<file path="src/rtl/vcmp_pkg.sv">
// Shared types, widths and codes of the voxel corner material packer.
// Used by the channel interfaces, the controller, the datapath and the top level.
`default_nettype none

package vcmp_pkg;

  localparam int CELL_W  = 11;
  localparam int OP_W    = 2;
  localparam int VOX_W   = 16;
  localparam int KEY_W   = 8;
  localparam int PT_W    = 16;
  localparam int WORD_W  = 32;
  localparam int IDX_W   = 2;
  localparam int PLANE_W = 2 * CELL_W;
  localparam int TOTAL_W = 3 * CELL_W;
  localparam int POINT_W = TOTAL_W + 1;
  localparam int SLOT_W  = 3;
  localparam int SH_W    = 7;

  localparam int DEF_TABLE_DEPTH = 65536;
  localparam int DEF_KEY_BITS    = 4;

  typedef enum logic [OP_W-1:0] {
    OP_CLEAR = 2'd0,
    OP_ACCUM = 2'd1,
    OP_READ  = 2'd2,
    OP_NONE  = 2'd3
  } op_t;

  localparam logic [IDX_W-1:0] REG_CELLS_X = 2'd0;
  localparam logic [IDX_W-1:0] REG_CELLS_Y = 2'd1;
  localparam logic [IDX_W-1:0] REG_CELLS_Z = 2'd2;

  typedef struct packed {
    logic capture;
    logic calc_plane;
    logic calc_total;
    logic set_err;
    logic div_start;
    logic div_sel;
    logic cap_z;
    logic cap_xy;
    logic calc_terms;
    logic calc_point;
    logic rd_corner;
    logic wr_corner;
    logic rd_point;
    logic cap_word;
    logic clr_start;
    logic clr_write;
    logic load_result;
  } vcmp_cmd_t;

  typedef struct packed {
    op_t  op;
    logic vox_err;
    logic pt_err;
    logic div_done;
    logic clr_last;
    logic slot_last;
    logic out_busy;
  } vcmp_status_t;

endpackage

`default_nettype wire

</file>
<file path="src/rtl/vcmp_ctrl.sv">
// Controller state machine of the voxel corner material packer.
// Depends on vcmp_pkg for the command and status structs and the operation codes.
`default_nettype none

module vcmp_ctrl import vcmp_pkg::*; (
  input  wire logic         clk,
  input  wire logic         rst,
  input  wire logic         in_valid,
  output logic              in_ready,
  input  wire vcmp_status_t status,
  output vcmp_cmd_t         cmd
);

  typedef enum logic [13:0] {
    S_INIT   = 14'h0001,
    S_IDLE   = 14'h0002,
    S_PLANE  = 14'h0004,
    S_TOTAL  = 14'h0008,
    S_DECIDE = 14'h0010,
    S_CLEAR  = 14'h0020,
    S_DIV_Z  = 14'h0040,
    S_DIV_X  = 14'h0080,
    S_TERMS  = 14'h0100,
    S_CADDR  = 14'h0200,
    S_CRD    = 14'h0400,
    S_CWR    = 14'h0800,
    S_RDATA  = 14'h1000,
    S_DONE   = 14'h2000
  } state_t;

  state_t state;
  state_t state_next;

  always_ff @(posedge clk) begin
    if (rst) begin
      state <= S_INIT;
    end else begin
      state <= state_next;
    end
  end

  assign in_ready = state == S_IDLE;

  always_comb begin
    cmd        = '0;
    state_next = state;
    case (state)
      S_INIT: begin
        cmd.clr_write = 1'b1;
        if (status.clr_last) begin
          state_next = S_IDLE;
        end
      end
      S_IDLE: begin
        if (in_valid) begin
          cmd.capture = 1'b1;
          state_next  = S_PLANE;
        end
      end
      S_PLANE: begin
        cmd.calc_plane = 1'b1;
        state_next     = S_TOTAL;
      end
      S_TOTAL: begin
        cmd.calc_total = 1'b1;
        state_next     = S_DECIDE;
      end
      S_DECIDE: begin
        cmd.set_err = 1'b1;
        case (status.op)
          OP_CLEAR: begin
            cmd.clr_start = 1'b1;
            state_next    = S_CLEAR;
          end
          OP_ACCUM: begin
            if (status.vox_err) begin
              state_next = S_DONE;
            end else begin
              cmd.div_start = 1'b1;
              state_next    = S_DIV_Z;
            end
          end
          OP_READ: begin
            if (status.pt_err) begin
              state_next = S_DONE;
            end else begin
              cmd.rd_point = 1'b1;
              state_next   = S_RDATA;
            end
          end
          default: state_next = S_DONE;
        endcase
      end
      S_CLEAR: begin
        cmd.clr_write = 1'b1;
        if (status.clr_last) begin
          state_next = S_DONE;
        end
      end
      S_DIV_Z: begin
        if (status.div_done) begin
          cmd.cap_z     = 1'b1;
          cmd.div_start = 1'b1;
          cmd.div_sel   = 1'b1;
          state_next    = S_DIV_X;
        end
      end
      S_DIV_X: begin
        if (status.div_done) begin
          cmd.cap_xy = 1'b1;
          state_next = S_TERMS;
        end
      end
      S_TERMS: begin
        cmd.calc_terms = 1'b1;
        state_next     = S_CADDR;
      end
      S_CADDR: begin
        cmd.calc_point = 1'b1;
        state_next     = S_CRD;
      end
      S_CRD: begin
        cmd.rd_corner = 1'b1;
        state_next    = S_CWR;
      end
      S_CWR: begin
        cmd.wr_corner = 1'b1;
        state_next    = status.slot_last ? S_DONE : S_CADDR;
      end
      S_RDATA: begin
        cmd.cap_word = 1'b1;
        state_next   = S_DONE;
      end
      S_DONE: begin
        if (!status.out_busy) begin
          cmd.load_result = 1'b1;
          state_next      = S_IDLE;
        end
      end
      default: state_next = S_IDLE;
    endcase
  end

endmodule

`default_nettype wire

</file>
<file path="config.mk">
export PLATFORM = sky130hd
export DESIGN_NAME = vcmp_ctrl
export DESIGN_NICKNAME = d
export VERILOG_FILES = /design/src/rtl/vcmp_pkg.sv /design/src/rtl/vcmp_ctrl.sv
export SDC_FILE = /design/constraint.sdc
export NUM_CORES = 1
export LEC_CHECK = 0
export BUFFER_PORTS_ARGS = -buffer_cell sky130_fd_sc_hd__buf_2
export CAP_MARGIN = 20
export CORE_MARGIN = 2
export CORE_UTILIZATION = 46
export DETAILED_ROUTE_END_ITERATION = 7
export PLACE_DENSITY_LB_ADDON = 0.05
export SYNTH_ARGS = -nofsm -noshare
export SYNTH_HDL_FRONTEND = slang
export SYNTH_SLANG_ARGS = --single-unit
</file>
<file path="constraint.sdc">
create_clock -name clk -period 2.07 [get_ports clk]
set_input_delay 0.5175 -clock clk [delete_from_list [all_inputs] [get_ports clk]]
set_output_delay 0.5175 -clock clk [all_outputs]
set_load 0.02 [all_outputs]
</file>
==> impl_metrics.json <==
{
  "status": "finished with violations",
  "violations": "negative setup slack",
  "die_area_sq_mm": 0.00260,
  "vias": 1326,
  "nets": 209,
  "max_freq_mhz": 420,
  "maxSlewViolCount": 0,
  "hold_viol_final": 0,
  "cts_tree": "yes",
  "ys_ff_latch": 14,
  "drtAntennaViolNets": 0,
  "core_area_sq_mm": 0.00215,
  "swShare_pct": 31.4,
  "vdd_drop_max_mv": 0.359,
  "fin_tns_setup_ns": -3.44,
  "share_comb_of_total_power_pct": 32.4,
  "post-synth-top-area-fraction_pct": 27.6,
  "insertion_delay_ns": 0.29,
  "reg2reg_to": "state[8]",
  "worstPathCellList": "nor4_4 > buf_4 > nand3_2 > and4bb_4 > and2_4 > buf_6",
  "drive_gt1_share_pct": 62.8,
  "drtIter0Drc": 60,
  "n_antenna_cell": 0,
  "start_kind": "register",
  "timing.critical_path.buf_inv": 2,
  "final.period_utilization_pct": 115,
  "grt_remaining_overflow": 0,
  "cts.clk_slew.worst_paths_ns": 0.08,
  "cts.path.max_buffers": 2,
  "grt_antenna_before_repair": 0,
  "critPathMaxFanout": 4,
  "synth_cell_type_count": 42,
  "syn-num-nets": 137,
  "rows": 17,
  "arrival_ns": 1.86,
  "htree_levels": 1,
  "io-pin-count": 29,
  "power_leakage_nw": 0.864,
  "synth.top_cells.by_area": "dfxtp_1, nor4b_1, nor4_4, a21oi_1, and2_1",
  "layout_common_cells": "buf_4, buf_6, buf_2",
  "cts_made_buffers": 3,
  "synth_seq_area_share_pct": 27.6,
  "grt_max_degree": 12,
  "max_cap_viol_count": 0,
  "place_congestion": 0.917,
  "grt_pass1_wl_microns": 5890,
  "dpl.cell_count": 201,
  "crit_type": "register to output pin",
  "startpoint": "state[13]",
  "yosys_warnings": 0,
  "rrSetupSlack_ns": 0,
  "wl_microns": 3830,
  "p_sw_mw": 0.208,
  "powerDensity_mw_per_mm2": 365,
  "fin_crit_ns": 2.38,
  "skew_ns": 0.00644,
  "drc": 0,
  "finalWorstSetupSlack_ns": -0.311,
  "postSynthCellCount": 126,
  "largest_register_ffs": 14,
  "die_x_microns": 51.0,
  "yosysTopAreaCell": "dfxtp_1",
  "stdcell_count": 224,
  "crit_slowest_cell": "and4bb_4",
  "cts_sinks": 14,
  "clockPowerShare_pct": 24.6,
  "cpPeakStageDelay_ns": 0.38,
  "final_common_cell": "buf_4",
  "area_growth_pct": 78.4,
  "dr.pass1.iters": 4,
  "hold_path.class": "input pin to register",
  "grt_pass1_vias": 1244,
  "preCtsSetupSlack_ns": -0.0238,
  "pwr-share-seq_pct": 43.0,
  "r2r_start": "state[13]",
  "timing.hold.ws_ns": 0.539,
  "internal_power_mw": 0.455,
  "top_register": "state",
  "syn_area_per_cell_sq_um": 8.07,
  "track_usage_pct": 30.5,
  "viasPerCell": 5.92,
  "critPathTopFamily": "simple AND/OR/NAND/NOR gates",
  "cts-root-buf": "clkbuf_4",
  "max-slew-margin-rel_pct": 61.8,
  "setup_violations": 18,
  "required_ns": 1.55,
  "avgRoutedWirePerCell_microns": 17.1,
  "top_regs": "state: 14 flops",
  "cp.depth": 6,
  "io_buffers": 28,
  "tightest_slew_ns": 0.569,
  "r2r_cells": 9,
  "start_util_pct": 47.4,
  "critPathCapture": "cmd[16]",
  "synth_area_sq_mm": 0.00102,
  "cp-end-kind": "output pin",
  "dp_hpwl_microns": 2150,
  "grt_setup_unrepaired": "yes",
  "dieHeight_microns": 51.0,
  "postLayoutCoreUtil_pct": 84.4
}
## worst min-delay path: stages
cell and delay [ns]:
buf_2 0.10, or3_2 0.12, a21oi_1 0.05
## cells in the mapped netlist
master          count
nor4_4              2
buf_4               2
a22oi_1             1
o31ai_1             1
and2_1              6
and3_1              3
nor2_1             10
nand2_1             9
nand2b_1            2
or3_2               1
a311o_1             1
nand4_1             4
o22ai_1             1
nor3b_1             3
or4b_1              1
nor4b_1             5
nor4_2              1
inv_1               5
a21oi_1             8
o31ai_2             1
nand4b_1            1
or4b_2              1
nor3_1              6
and4bb_2            1
nand3b_1            1
xor2_1              2
nor3_2              1
nor4_1              2
a21o_2              2
o21ai_0             6
or2_2               2
a21o_1              1
or3_1               1
dfxtp_1            14
nor2b_1             6
clkbuf_2            1
nand4_2             1
buf_6               2
nand3_1             5
dlymetal6s2s_1      1
a2111oi_0           1
xnor2_1             1
## per-layer routing
layer	GRT usage, %	wire length, microns	share of wire (%)
met5	0	0	0
met2	52.2	1890	49
met4	15.8	125	3.3
met3	3.80	278	7.3
met1	37.2	1540	40
## worst min-delay path by stage
stage / startpoint / to / slack (ns) / cells after the start
after global routing: rst / state[7] / 0.57 / 2
final: status[6] / state[5] / 0.54 / 3
after detailed placement: state[10] / state[11] / 0.64 / 3
after CTS: status[5] / state[6] / 0.55 / 3
after global placement: state[10] / state[11] / 0.64 / 3
after floorplan: state[10] / state[11] / 0.54 / 2
## per-stage QoR
step	total power, mW	cell area (sq um)
2_1_floorplan	0.370	1040
3_3_place_gp	0.425	1350
3_5_place_dp	0.427	1350
4_1_cts	0.650	1700
5_1_grt	0.683	1810
6_report	0.663	1810
## cells by family (layout without fill, tap and decap cells)
family                    Yosys count  after routing  share of synthesized area [%]
AOI/OAI and AO/OA                  23             23                           14.5
and+or+nand+nor                    75             75                           48.1
buffers and inverters              11             81                           7.26
xor gates and xnor gates            3              3                           2.58
DFF                                14             14                           27.6
## power groups by stage
stage | clock [mW] | combinational, mW | sequential [mW]
final | 0.163 | 0.214 | 0.285
after global routing | 0.169 | 0.227 | 0.286
after CTS | 0.161 | 0.205 | 0.284
after detailed placement | 0 | 0.137 | 0.290
after global placement | 0 | 0.135 | 0.289
after floorplan | 0 | 0.0766 | 0.293
## what timing repair did
action	CTS	global route
setup buffers	17	10
hold endpoints to repair	0	0
pin swaps	16	18
hold buffers	0	0
gates resized for setup	59	28
setup endpoints to repair	17	20
cloned	0	0
## final cells by class
| type | count | area (sq um) |
|---|---|---|
| multi-input cells | 101 | 833 |
| well taps | 28 | 35.0 |
| repair buffers | 73 | 613 |
| fillers | 125 | 334 |
| clock buffers | 3 | 22.5 |
| flip-flops and latches | 14 | 292 |
| inverters | 5 | 18.8 |
(Power assumes the default switching activity.)
